--- src/hdl/matmul_pkg.sv ---
// matmul_pkg: shared widths, request and register codes, payload and control structs
// used by every module of the matrix multiply core; depends on nothing

package matmul_pkg;

   localparam int MAX_DIM_DEF    = 8;
   localparam int ELEM_WIDTH     = 16;
   localparam int PROD_WIDTH     = 2 * ELEM_WIDTH;
   localparam int SUM_WIDTH      = 36;
   localparam int DIM_WIDTH      = 4;
   localparam int IDX_WIDTH      = 3;
   localparam int SIZE_WIDTH     = 2 * DIM_WIDTH;
   localparam int CSR_ADDR_WIDTH = 4;
   localparam int CSR_DATA_WIDTH = 32;

   localparam logic [1:0] REQ_LOAD_A = 2'd0;
   localparam logic [1:0] REQ_LOAD_B = 2'd1;
   localparam logic [1:0] REQ_START  = 2'd2;

   localparam logic [1:0] REG_ROWS_A    = 2'd0;
   localparam logic [1:0] REG_INNER_DIM = 2'd1;
   localparam logic [1:0] REG_COLS_B    = 2'd2;

   localparam logic [DIM_WIDTH-1:0] DIM_RESET = DIM_WIDTH'(8);

   typedef struct packed {
      logic [1:0]                   req_type;
      logic signed [ELEM_WIDTH-1:0] element_value;
   } matmul_req_type;

   typedef struct packed {
      logic signed [SUM_WIDTH-1:0] product_value;
      logic [IDX_WIDTH-1:0]        out_row;
      logic [IDX_WIDTH-1:0]        out_col;
      logic                        last;
   } matmul_rsp_type;

   typedef struct packed {
      logic [DIM_WIDTH-1:0] rows_a;
      logic [DIM_WIDTH-1:0] inner_dim;
      logic [DIM_WIDTH-1:0] cols_b;
   } matmul_dims_type;

   typedef struct packed {
      logic                 load_a;
      logic                 load_b;
      logic                 start;
      logic                 issue;
      logic                 first_k;
      logic                 last_k;
      logic                 push;
      logic                 row_end;
      logic [IDX_WIDTH-1:0] row;
      logic [IDX_WIDTH-1:0] col;
      logic                 last;
   } matmul_cmd_type;

   typedef struct packed {
      logic acc_ready;
      logic out_free;
   } matmul_status_type;

endpackage

--- src/hdl/matmul_csr.sv ---
// matmul_csr: size registers behind the apb-style port, with clamping of the sizes in use
// depends on matmul_pkg

module matmul_csr
   import matmul_pkg::*;
#(
   parameter int MAX_DIM = MAX_DIM_DEF
) (
   input  logic                      clock,
   input  logic                      reset,
   input  logic                      csr_psel,
   input  logic                      csr_penable,
   input  logic                      csr_pwrite,
   input  logic [CSR_ADDR_WIDTH-1:0] csr_paddr,
   input  logic [CSR_DATA_WIDTH-1:0] csr_pwdata,
   output logic [CSR_DATA_WIDTH-1:0] csr_prdata,
   output logic                      csr_pready,
   output matmul_dims_type           dims
);

   logic [DIM_WIDTH-1:0] rows_a_ff, rows_a_in;
   logic [DIM_WIDTH-1:0] inner_dim_ff, inner_dim_in;
   logic [DIM_WIDTH-1:0] cols_b_ff, cols_b_in;
   logic                 wr_en;
   logic [1:0]           reg_idx;

   function automatic logic [DIM_WIDTH-1:0] clamp_dim(input logic [DIM_WIDTH-1:0] v);
      logic [DIM_WIDTH-1:0] r;
      priority if (v == '0) begin
         r = DIM_WIDTH'(1);
      end else if (int'(v) > MAX_DIM) begin
         r = DIM_WIDTH'(MAX_DIM);
      end else begin
         r = v;
      end
      return r;
   endfunction

   assign csr_pready = 1'b1;
   assign wr_en      = csr_psel && csr_penable && csr_pwrite;
   assign reg_idx    = csr_paddr[CSR_ADDR_WIDTH-1:2];

   always_comb begin
      rows_a_in    = rows_a_ff;
      inner_dim_in = inner_dim_ff;
      cols_b_in    = cols_b_ff;
      if (wr_en) begin
         unique case (reg_idx)
            REG_ROWS_A:    rows_a_in    = csr_pwdata[DIM_WIDTH-1:0];
            REG_INNER_DIM: inner_dim_in = csr_pwdata[DIM_WIDTH-1:0];
            REG_COLS_B:    cols_b_in    = csr_pwdata[DIM_WIDTH-1:0];
            default: ;
         endcase
      end
   end

   always_ff @(posedge clock) begin
      if (reset) begin
         rows_a_ff    <= DIM_RESET;
         inner_dim_ff <= DIM_RESET;
         cols_b_ff    <= DIM_RESET;
      end else begin
         rows_a_ff    <= rows_a_in;
         inner_dim_ff <= inner_dim_in;
         cols_b_ff    <= cols_b_in;
      end
   end

   always_comb begin
      unique case (reg_idx)
         REG_ROWS_A:    csr_prdata = CSR_DATA_WIDTH'(rows_a_ff);
         REG_INNER_DIM: csr_prdata = CSR_DATA_WIDTH'(inner_dim_ff);
         REG_COLS_B:    csr_prdata = CSR_DATA_WIDTH'(cols_b_ff);
         default:       csr_prdata = '0;
      endcase
   end

   assign dims.rows_a    = clamp_dim(rows_a_ff);
   assign dims.inner_dim = clamp_dim(inner_dim_ff);
   assign dims.cols_b    = clamp_dim(cols_b_ff);

endmodule

--- src/hdl/matmul_ctrl.sv ---
// matmul_ctrl: state machine that sequences loads and the row, column and inner loops
// depends on matmul_pkg; drives the datapath by command and reads its status

module matmul_ctrl
   import matmul_pkg::*;
(
   input  logic              clock,
   input  logic              reset,
   input  logic              req_valid,
   input  logic [1:0]        req_kind,
   output logic              req_stall,
   input  matmul_dims_type   dims,
   input  matmul_status_type status,
   output matmul_cmd_type    cmd
);

   localparam logic [1:0] ST_IDLE  = 2'd0;
   localparam logic [1:0] ST_ISSUE = 2'd1;
   localparam logic [1:0] ST_DRAIN = 2'd2;

   logic [1:0]           state_ff, state_in;
   logic [DIM_WIDTH-1:0] i_ff, i_in;
   logic [DIM_WIDTH-1:0] j_ff, j_in;
   logic [DIM_WIDTH-1:0] k_ff, k_in;
   logic                 accept;

   assign req_stall = (state_ff != ST_IDLE);
   assign accept    = req_valid && !req_stall;

   always_comb begin
      state_in = state_ff;
      i_in     = i_ff;
      j_in     = j_ff;
      k_in     = k_ff;
      cmd      = '0;
      unique case (state_ff)
         ST_IDLE: begin
            if (accept) begin
               unique case (req_kind)
                  REQ_LOAD_A: cmd.load_a = 1'b1;
                  REQ_LOAD_B: cmd.load_b = 1'b1;
                  REQ_START: begin
                     cmd.start = 1'b1;
                     i_in      = '0;
                     j_in      = '0;
                     k_in      = '0;
                     state_in  = ST_ISSUE;
                  end
                  default: ;
               endcase
            end
         end
         ST_ISSUE: begin
            cmd.issue   = 1'b1;
            cmd.first_k = (k_ff == '0);
            cmd.last_k  = (k_ff == dims.inner_dim - DIM_WIDTH'(1));
            if (cmd.last_k) begin
               k_in     = '0;
               state_in = ST_DRAIN;
            end else begin
               k_in = k_ff + DIM_WIDTH'(1);
            end
         end
         ST_DRAIN: begin
            if (status.acc_ready && status.out_free) begin
               cmd.push    = 1'b1;
               cmd.row     = i_ff[IDX_WIDTH-1:0];
               cmd.col     = j_ff[IDX_WIDTH-1:0];
               cmd.row_end = (j_ff == dims.cols_b - DIM_WIDTH'(1));
               cmd.last    = cmd.row_end && (i_ff == dims.rows_a - DIM_WIDTH'(1));
               priority if (cmd.last) begin
                  state_in = ST_IDLE;
               end else if (cmd.row_end) begin
                  j_in     = '0;
                  i_in     = i_ff + DIM_WIDTH'(1);
                  state_in = ST_ISSUE;
               end else begin
                  j_in     = j_ff + DIM_WIDTH'(1);
                  state_in = ST_ISSUE;
               end
            end
         end
         default: state_in = ST_IDLE;
      endcase
   end

   always_ff @(posedge clock) begin
      if (reset) begin
         state_ff <= ST_IDLE;
         i_ff     <= '0;
         j_ff     <= '0;
         k_ff     <= '0;
      end else begin
         state_ff <= state_in;
         i_ff     <= i_in;
         j_ff     <= j_in;
         k_ff     <= k_in;
      end
   end

endmodule

--- src/hdl/matmul_dp.sv ---
// matmul_dp: element stores, load positions, address walk, multiply-accumulate and output register
// depends on matmul_pkg; acts on commands from matmul_ctrl

module matmul_dp
   import matmul_pkg::*;
#(
   parameter int MAX_DIM = MAX_DIM_DEF
) (
   input  logic                         clock,
   input  logic                         reset,
   input  matmul_cmd_type               cmd,
   input  matmul_dims_type              dims,
   input  logic signed [ELEM_WIDTH-1:0] load_value,
   input  logic                         rsp_stall,
   output matmul_status_type            status,
   output logic                         rsp_valid,
   output matmul_rsp_type               rsp_data
);

   localparam int DEPTH   = MAX_DIM * MAX_DIM;
   localparam int ADDR_W  = (DEPTH > 1) ? $clog2(DEPTH) : 1;
   localparam int POS_RAW = $clog2(DEPTH + MAX_DIM + 1);
   localparam int POS_W   = (POS_RAW > SIZE_WIDTH) ? POS_RAW : SIZE_WIDTH;

   logic signed [ELEM_WIDTH-1:0] a_mem [DEPTH];
   logic signed [ELEM_WIDTH-1:0] b_mem [DEPTH];

   logic [SIZE_WIDTH-1:0] a_size, b_size;
   logic [POS_W-1:0]      a_size_w, b_size_w;
   logic [POS_W-1:0]      a_cnt_ff, a_cnt_in, b_cnt_ff, b_cnt_in;
   logic [POS_W-1:0]      a_pos, a_pos_inc, b_pos, b_pos_inc;
   logic [POS_W-1:0]      n_w, p_w;
   logic [POS_W-1:0]      a_base_ff, a_base_in, a_addr_ff, a_addr_in;
   logic [POS_W-1:0]      b_col_ff, b_col_in, b_addr_ff, b_addr_in;

   logic signed [ELEM_WIDTH-1:0] a_rd_ff, b_rd_ff;
   logic signed [PROD_WIDTH-1:0] prod_ff;
   logic                         s1_valid_ff, s1_first_ff, s1_last_ff;
   logic                         s2_valid_ff, s2_first_ff, s2_last_ff;
   logic [SUM_WIDTH-1:0]         prod_ext, acc_ff, acc_in;
   logic                         acc_ready_ff, acc_ready_in;
   logic                         rsp_valid_ff, rsp_valid_in;
   matmul_rsp_type               rsp_data_ff;

   // load positions, wrapping at the matrix size
   assign a_size    = SIZE_WIDTH'(dims.rows_a) * SIZE_WIDTH'(dims.inner_dim);
   assign b_size    = SIZE_WIDTH'(dims.inner_dim) * SIZE_WIDTH'(dims.cols_b);
   assign a_size_w  = POS_W'(a_size);
   assign b_size_w  = POS_W'(b_size);
   assign a_pos     = (a_cnt_ff >= a_size_w) ? '0 : a_cnt_ff;
   assign b_pos     = (b_cnt_ff >= b_size_w) ? '0 : b_cnt_ff;
   assign a_pos_inc = a_pos + POS_W'(1);
   assign b_pos_inc = b_pos + POS_W'(1);

   always_comb begin
      a_cnt_in = a_cnt_ff;
      b_cnt_in = b_cnt_ff;
      priority if (cmd.start) begin
         a_cnt_in = '0;
         b_cnt_in = '0;
      end else if (cmd.load_a) begin
         a_cnt_in = (a_pos_inc >= a_size_w) ? '0 : a_pos_inc;
      end else if (cmd.load_b) begin
         b_cnt_in = (b_pos_inc >= b_size_w) ? '0 : b_pos_inc;
      end
   end

   // address walk: a along a row, b down a column
   assign n_w = POS_W'(dims.inner_dim);
   assign p_w = POS_W'(dims.cols_b);

   always_comb begin
      a_base_in = a_base_ff;
      a_addr_in = a_addr_ff;
      b_col_in  = b_col_ff;
      b_addr_in = b_addr_ff;
      priority if (cmd.start) begin
         a_base_in = '0;
         a_addr_in = '0;
         b_col_in  = '0;
         b_addr_in = '0;
      end else if (cmd.issue) begin
         a_addr_in = a_addr_ff + POS_W'(1);
         b_addr_in = b_addr_ff + p_w;
      end else if (cmd.push) begin
         if (cmd.row_end) begin
            a_base_in = a_base_ff + n_w;
            a_addr_in = a_base_ff + n_w;
            b_col_in  = '0;
            b_addr_in = '0;
         end else begin
            a_addr_in = a_base_ff;
            b_col_in  = b_col_ff + POS_W'(1);
            b_addr_in = b_col_ff + POS_W'(1);
         end
      end
   end

   always_ff @(posedge clock) begin
      if (reset) begin
         a_cnt_ff <= '0;
         b_cnt_ff <= '0;
      end else begin
         a_cnt_ff <= a_cnt_in;
         b_cnt_ff <= b_cnt_in;
      end
   end

   always_ff @(posedge clock) begin
      a_base_ff <= a_base_in;
      a_addr_ff <= a_addr_in;
      b_col_ff  <= b_col_in;
      b_addr_ff <= b_addr_in;
   end

   always_ff @(posedge clock) begin
      if (cmd.load_a) begin
         a_mem[a_pos[ADDR_W-1:0]] <= load_value;
      end
      if (cmd.issue) begin
         a_rd_ff <= a_mem[a_addr_ff[ADDR_W-1:0]];
      end
   end

   always_ff @(posedge clock) begin
      if (cmd.load_b) begin
         b_mem[b_pos[ADDR_W-1:0]] <= load_value;
      end
      if (cmd.issue) begin
         b_rd_ff <= b_mem[b_addr_ff[ADDR_W-1:0]];
      end
   end

   // multiply and accumulate
   assign prod_ext     = SUM_WIDTH'(prod_ff);
   assign acc_in       = s2_first_ff ? prod_ext : acc_ff + prod_ext;
   assign acc_ready_in = (s2_valid_ff && s2_last_ff) ? 1'b1 :
                         (cmd.push ? 1'b0 : acc_ready_ff);

   always_ff @(posedge clock) begin
      if (reset) begin
         s1_valid_ff  <= 1'b0;
         s2_valid_ff  <= 1'b0;
         acc_ready_ff <= 1'b0;
      end else begin
         s1_valid_ff  <= cmd.issue;
         s2_valid_ff  <= s1_valid_ff;
         acc_ready_ff <= acc_ready_in;
      end
   end

   always_ff @(posedge clock) begin
      s1_first_ff <= cmd.first_k;
      s1_last_ff  <= cmd.last_k;
      s2_first_ff <= s1_first_ff;
      s2_last_ff  <= s1_last_ff;
      prod_ff     <= a_rd_ff * b_rd_ff;
      if (s2_valid_ff) begin
         acc_ff <= acc_in;
      end
   end

   // output register
   assign status.acc_ready = acc_ready_ff;
   assign status.out_free  = !rsp_valid_ff || !rsp_stall;
   assign rsp_valid_in     = cmd.push || (rsp_valid_ff && rsp_stall);

   always_ff @(posedge clock) begin
      if (reset) begin
         rsp_valid_ff <= 1'b0;
      end else begin
         rsp_valid_ff <= rsp_valid_in;
      end
   end

   always_ff @(posedge clock) begin
      if (cmd.push) begin
         rsp_data_ff.product_value <= acc_ff;
         rsp_data_ff.out_row       <= cmd.row;
         rsp_data_ff.out_col       <= cmd.col;
         rsp_data_ff.last          <= cmd.last;
      end
   end

   assign rsp_valid = rsp_valid_ff;
   assign rsp_data  = rsp_data_ff;

endmodule

--- src/hdl/matrix_multiply_core.sv ---
// matrix_multiply_core: top level of the matrix multiply block, c = a x b in fixed point
// depends on matmul_pkg, matmul_csr, matmul_ctrl and matmul_dp
//
//   port group  direction  handshake            carries
//   req_        in         req_valid/req_stall  load a element, load b element, start
//   rsp_        out        rsp_valid/rsp_stall  one element of c with row, column, last
//   csr_        in/out     psel/penable/pready  rows_a, inner_dim, cols_b at 0x0, 0x4, 0x8
//
// load items are taken while idle and loads follow back to back
// a start item emits rows_a * cols_b items, with one multiply-accumulate per cycle while
// an item's inner loop issues (three pipeline stages of store read, multiply, add)
// new items are stalled while a start is in progress; a stalled result holds the unit
// synchronous active-high reset clears sizes to 8 and both load positions to zero

module matrix_multiply_core
   import matmul_pkg::*;
#(
   parameter int MAX_DIM = MAX_DIM_DEF
) (
   input  logic                      clock,
   input  logic                      reset,
   input  logic                      req_valid,
   output logic                      req_stall,
   input  matmul_req_type            req_data,
   output logic                      rsp_valid,
   input  logic                      rsp_stall,
   output matmul_rsp_type            rsp_data,
   input  logic                      csr_psel,
   input  logic                      csr_penable,
   input  logic                      csr_pwrite,
   input  logic [CSR_ADDR_WIDTH-1:0] csr_paddr,
   input  logic [CSR_DATA_WIDTH-1:0] csr_pwdata,
   output logic [CSR_DATA_WIDTH-1:0] csr_prdata,
   output logic                      csr_pready
);

   matmul_dims_type   dims;
   matmul_cmd_type    cmd;
   matmul_status_type status;

   matmul_csr #(
      .MAX_DIM (MAX_DIM)
   ) u_csr (
      .clock       (clock),
      .reset       (reset),
      .csr_psel    (csr_psel),
      .csr_penable (csr_penable),
      .csr_pwrite  (csr_pwrite),
      .csr_paddr   (csr_paddr),
      .csr_pwdata  (csr_pwdata),
      .csr_prdata  (csr_prdata),
      .csr_pready  (csr_pready),
      .dims        (dims)
   );

   matmul_ctrl u_ctrl (
      .clock     (clock),
      .reset     (reset),
      .req_valid (req_valid),
      .req_kind  (req_data.req_type),
      .req_stall (req_stall),
      .dims      (dims),
      .status    (status),
      .cmd       (cmd)
   );

   matmul_dp #(
      .MAX_DIM (MAX_DIM)
   ) u_dp (
      .clock      (clock),
      .reset      (reset),
      .cmd        (cmd),
      .dims       (dims),
      .load_value (req_data.element_value),
      .rsp_stall  (rsp_stall),
      .status     (status),
      .rsp_valid  (rsp_valid),
      .rsp_data   (rsp_data)
   );

endmodule

--- config.mk ---
export PLATFORM = sky130hd
export DESIGN_NAME = matrix_multiply_core
export DESIGN_NICKNAME = d
export VERILOG_FILES = /design/src/hdl/matmul_pkg.sv /design/src/hdl/matmul_csr.sv /design/src/hdl/matmul_ctrl.sv /design/src/hdl/matmul_dp.sv /design/src/hdl/matrix_multiply_core.sv
export SDC_FILE = /design/constraint.sdc
export NUM_CORES = 2
export LEC_CHECK = 0
export ABC_CLOCK_PERIOD_IN_PS = 17500
export BUFFER_PORTS_ARGS = -buffer_cell sky130_fd_sc_hd__buf_2
export CAP_MARGIN = 25
export CORE_MARGIN = 2
export CORE_UTILIZATION = 30
export DETAILED_ROUTE_END_ITERATION = 8
export GPL_TIMING_DRIVEN = 0
export PLACE_DENSITY = 0.47
export REMOVE_ABC_BUFFERS = 1
export SLEW_MARGIN = 20
export SYNTH_ARGS = -nofsm -noshare
export SYNTH_HDL_FRONTEND = slang
export SYNTH_HIERARCHICAL = 1
export SYNTH_SLANG_ARGS = --single-unit
--- constraint.sdc ---
create_clock -name clock -period 17.5 [get_ports clock]
set_input_delay 0 -clock clock [delete_from_list [all_inputs] [get_ports clock]]
set_output_delay 0 -clock clock [all_outputs]
set_load 0.01 [all_outputs]
==> reports/metrics.yaml <==
slew_viol_final: 0
gp_congestion: 0.786
ios: 139
antenna_found_initial: 15
start_util_pct: 30.1
drc: 0
grt.total_usage_pct: 14.7
ctsResizeCount: 0
synthCells: 5363
netlist_top_cells_area: "edfxtp_1 65%, mux4_2 15%, fa_1 5.5%"
cts_buffer_depth: 4
cp_max_fo: 15
grt_pass1_vias: 51500
cts_tree: "built"
slew-limit-headroom_pct: 21.5
p_per_area_nw_per_um2: 146
crit_arrival_ns: 8.72
cts_buffers: 239
sw_frac_of_total_pct: 32.1
numPortBuffers: 79
synth_top_area_cell: "edfxtp_1"
p_sw_mw: 5.47
synthTopCellsByCount: "2159 x edfxtp_1, 672 x mux4_2, 351 x inv_1"
synth.cell_area_um2: 100000
dr.pass1.iters: 5
vias: 49100
slowest_stage: "nor2b_1"
fmax_ghz: 0.126
ys_ff_latch: 2265
avgSynthCellArea_um2: 18.7
fin_nets: 6137
synth_top_area_share_pct: 64.7
power.total_mw: 17.0
fp.coreArea_um2: 333000
route.detailed.wl_per_inst_um: 24.6
dp_slack_ns: 9.65
ir_drop_mv: 0.236
synthFlopType: "edfxtp_1"
synth-edff-count: 2159
p_int_mw: 11.6
startpoint_type: "register"
synth.most_common_cell: "edfxtp_1"
die_h_um: 582
detail-route-antenna-nets: 0
setup_viol: 0
hpwl_mm: 162
worstPathRequired_ns: 18.30
clkTransAtPathRegs_ns: 0.06
drt_iter0_markers: 3639
via_per_inst: 4.82
post-route-util_pct: 34.9
postCtsHoldBufs: 45
slowest_delay_ns: 0.83
grt_pass1_wl_mm: 368
cts_root_buffer: "clkbuf_16"
cts_sinks: 2265
dp.cells: 9716
layout-drive-gt1-share_pct: 23.9
row_count: 212
cts_htree_levels: 4
fillers: 30900
crit_type: "reg -> reg"
hold_viol: 0
final_cell_area_um2: 116000
finalNonFillerCells: 10200
p_comb_share_pct: 35.1
maxCapViolations: 0
worst_pin_slew_ns: 1.18
outcome: "complete, no violations"
fin_setup_tns_ns: 0
drt-total-wl_mm: 251
pwr-share-clk_pct: 28.5
die_w_um: 582
grt_max_degree: 97
post_cts_buffers: 0
grt_overflow: 0
die_area_um2: 339000
placed_cell_area_um2: 108000
syn2layout_area_growth_pct: 16.1
endpoint_kind: "register"
synth.yosys.seq_area_share_pct: 66.8
p_leak_nw: 37.4
timing.final.crit_share_pct: 45.2
p_seq_share_pct: 36.5
timing.final.ws_setup_ns: 9.58
whs_ns: 0.0704
synth_cell_types: 89
rsz0062_at_grt: "no"
synth-warning-count: 6
fin_crit_ns: 7.92
async_reset_ff_share_pct: 0
finClkSkew_ns: 0.0636
clk_latency_ns: 0.91
hp-class: "in -> reg"
[worst paths after layout]
kind | startpoint | cells after the start | slack [ns] | endpoint
worst max-delay path | u_csr/cols_b_ff[3]$_SDFFE_PP1P_ | 26 | 9.58 | u_dp/b_cnt_ff[3]$_SDFFE_PP0P_
worst min-delay path | req_data[10] | 2 | 0.07 | u_dp/b_mem[4][10]$_DFFE_PP_
worst max register to register | u_csr/cols_b_ff[3]$_SDFFE_PP1P_ | 26 | 9.58 | u_dp/b_cnt_ff[3]$_SDFFE_PP0P_
worst min register to register | u_dp/s1_last_ff$_DFF_P_ | 0 | 0.33 | u_dp/s2_last_ff$_DFF_P_
[flip-flops by register name (all words and copies together), names as in the netlist, 2 cells and up]
signal and count:
u_dp/a_addr_ff 6, u_dp/b_mem 1024, u_dp/acc_ff 36, u_ctrl/j_ff 4
u_ctrl/i_ff 4, u_csr/inner_dim_ff 4, u_dp/b_addr_ff 6, u_dp/b_cnt_ff 8
u_dp/a_mem 1024, u_dp/a_rd_ff 16, u_dp/a_base_ff 6, u_dp/a_cnt_ff 8
u_ctrl/k_ff 4, u_dp/b_col_ff 6, u_csr/cols_b_ff 4, u_dp/b_rd_ff 16
u_ctrl/state_ff 2, u_csr/rows_a_ff 4, u_dp/rsp_data 43, u_dp/prod_ff 32
[routing by layer]
| layer | GRT usage [%] | part of all wire, % | up-vias |
|---|---|---|---|
| met5 | 0 | 0.010 | - |
| met4 | 2.89 | 1.7 | 4 |
| met3 | 2.11 | 4.6 | 284 |
| met2 | 23.8 | 47 | 967 |
| met1 | 21.2 | 46 | 26500 |
| li1 | - | - | 21300 |
[layout by cell type, fill, tap and decap left out, drive strengths merged, types with 7 or more instances in the layout]
cell type and instances:
a31oi 14, a211oi 19, ha 186, conb 29, xnor2 65, a21o 33
dlygate4sd3 45, diode 13, or2 7, fa 273, nor2b 27, nand4 11
o21a 14, o21bai 9, dfxtp 106, clkinv 92, mux4 672, edfxtp 2159
nand2 244, nand2b 38, mux2i 24, o211ai 7, nor3 32, buf 209
and2 154, nor3b 7, and3 13, or3 10, clkbuf 303, bufinv 17
nand3b 11, nand3 44, a21oi 104, nor2 256, xor2 42, clkinvlp 9
inv 357, o31ai 14, o21ai 79
[cell type report]
cell class | instances | area (µm²) | area share, %
flip-flops and latches | 2265 | 67000 | 57.6
multi-input cells | 2504 | 31500 | 27.1
clock buffers | 303 | 6250 | 5.37
well taps | 4387 | 5490 | 4.72
repair buffers | 254 | 3590 | 3.08
inverters | 353 | 1330 | 1.14
clock inverters | 122 | 1120 | 0.966
diodes | 13 | 32.5 | 0.0280
[worst max-delay path, delay by kind of cell, from the launching register on]
| family | cells | cell delay (ns) |
|---|---|---|
| AOI/OAI and AO/OA | 11 | 3.01 |
| xor gates and xnor gates | 1 | 0.29 |
| adders and majority gates | 5 | 2.08 |
| buffers and inverters | 1 | 0.05 |
| DFF | 1 | 0.53 |
| and+or+nand+nor | 8 | 1.88 |
[kinds of logic after synthesis]
group / synth area share [%]
mux: 15.4
buf+inv: 2.63
simple gates: 4.22
fa+ha+maj: 7.79
other cells: 0.00750
compound gates: 2.13
xor+xnor: 0.983
flops: 66.8
[power by group through the flow]
| stage | registers [mW] | logic [mW] | clock network, mW |
|---|---|---|---|
| detailed placement | 6.33 | 6.03 | 0 |
| finish | 6.21 | 5.97 | 4.85 |
| floorplan | 6.42 | 4.63 | 0 |
| global route | 6.22 | 6.72 | 5.20 |
| CTS | 6.21 | 6.06 | 5.00 |
| global placement | 6.61 | 6.28 | 0 |
Power figures use the tool's default switching activity.
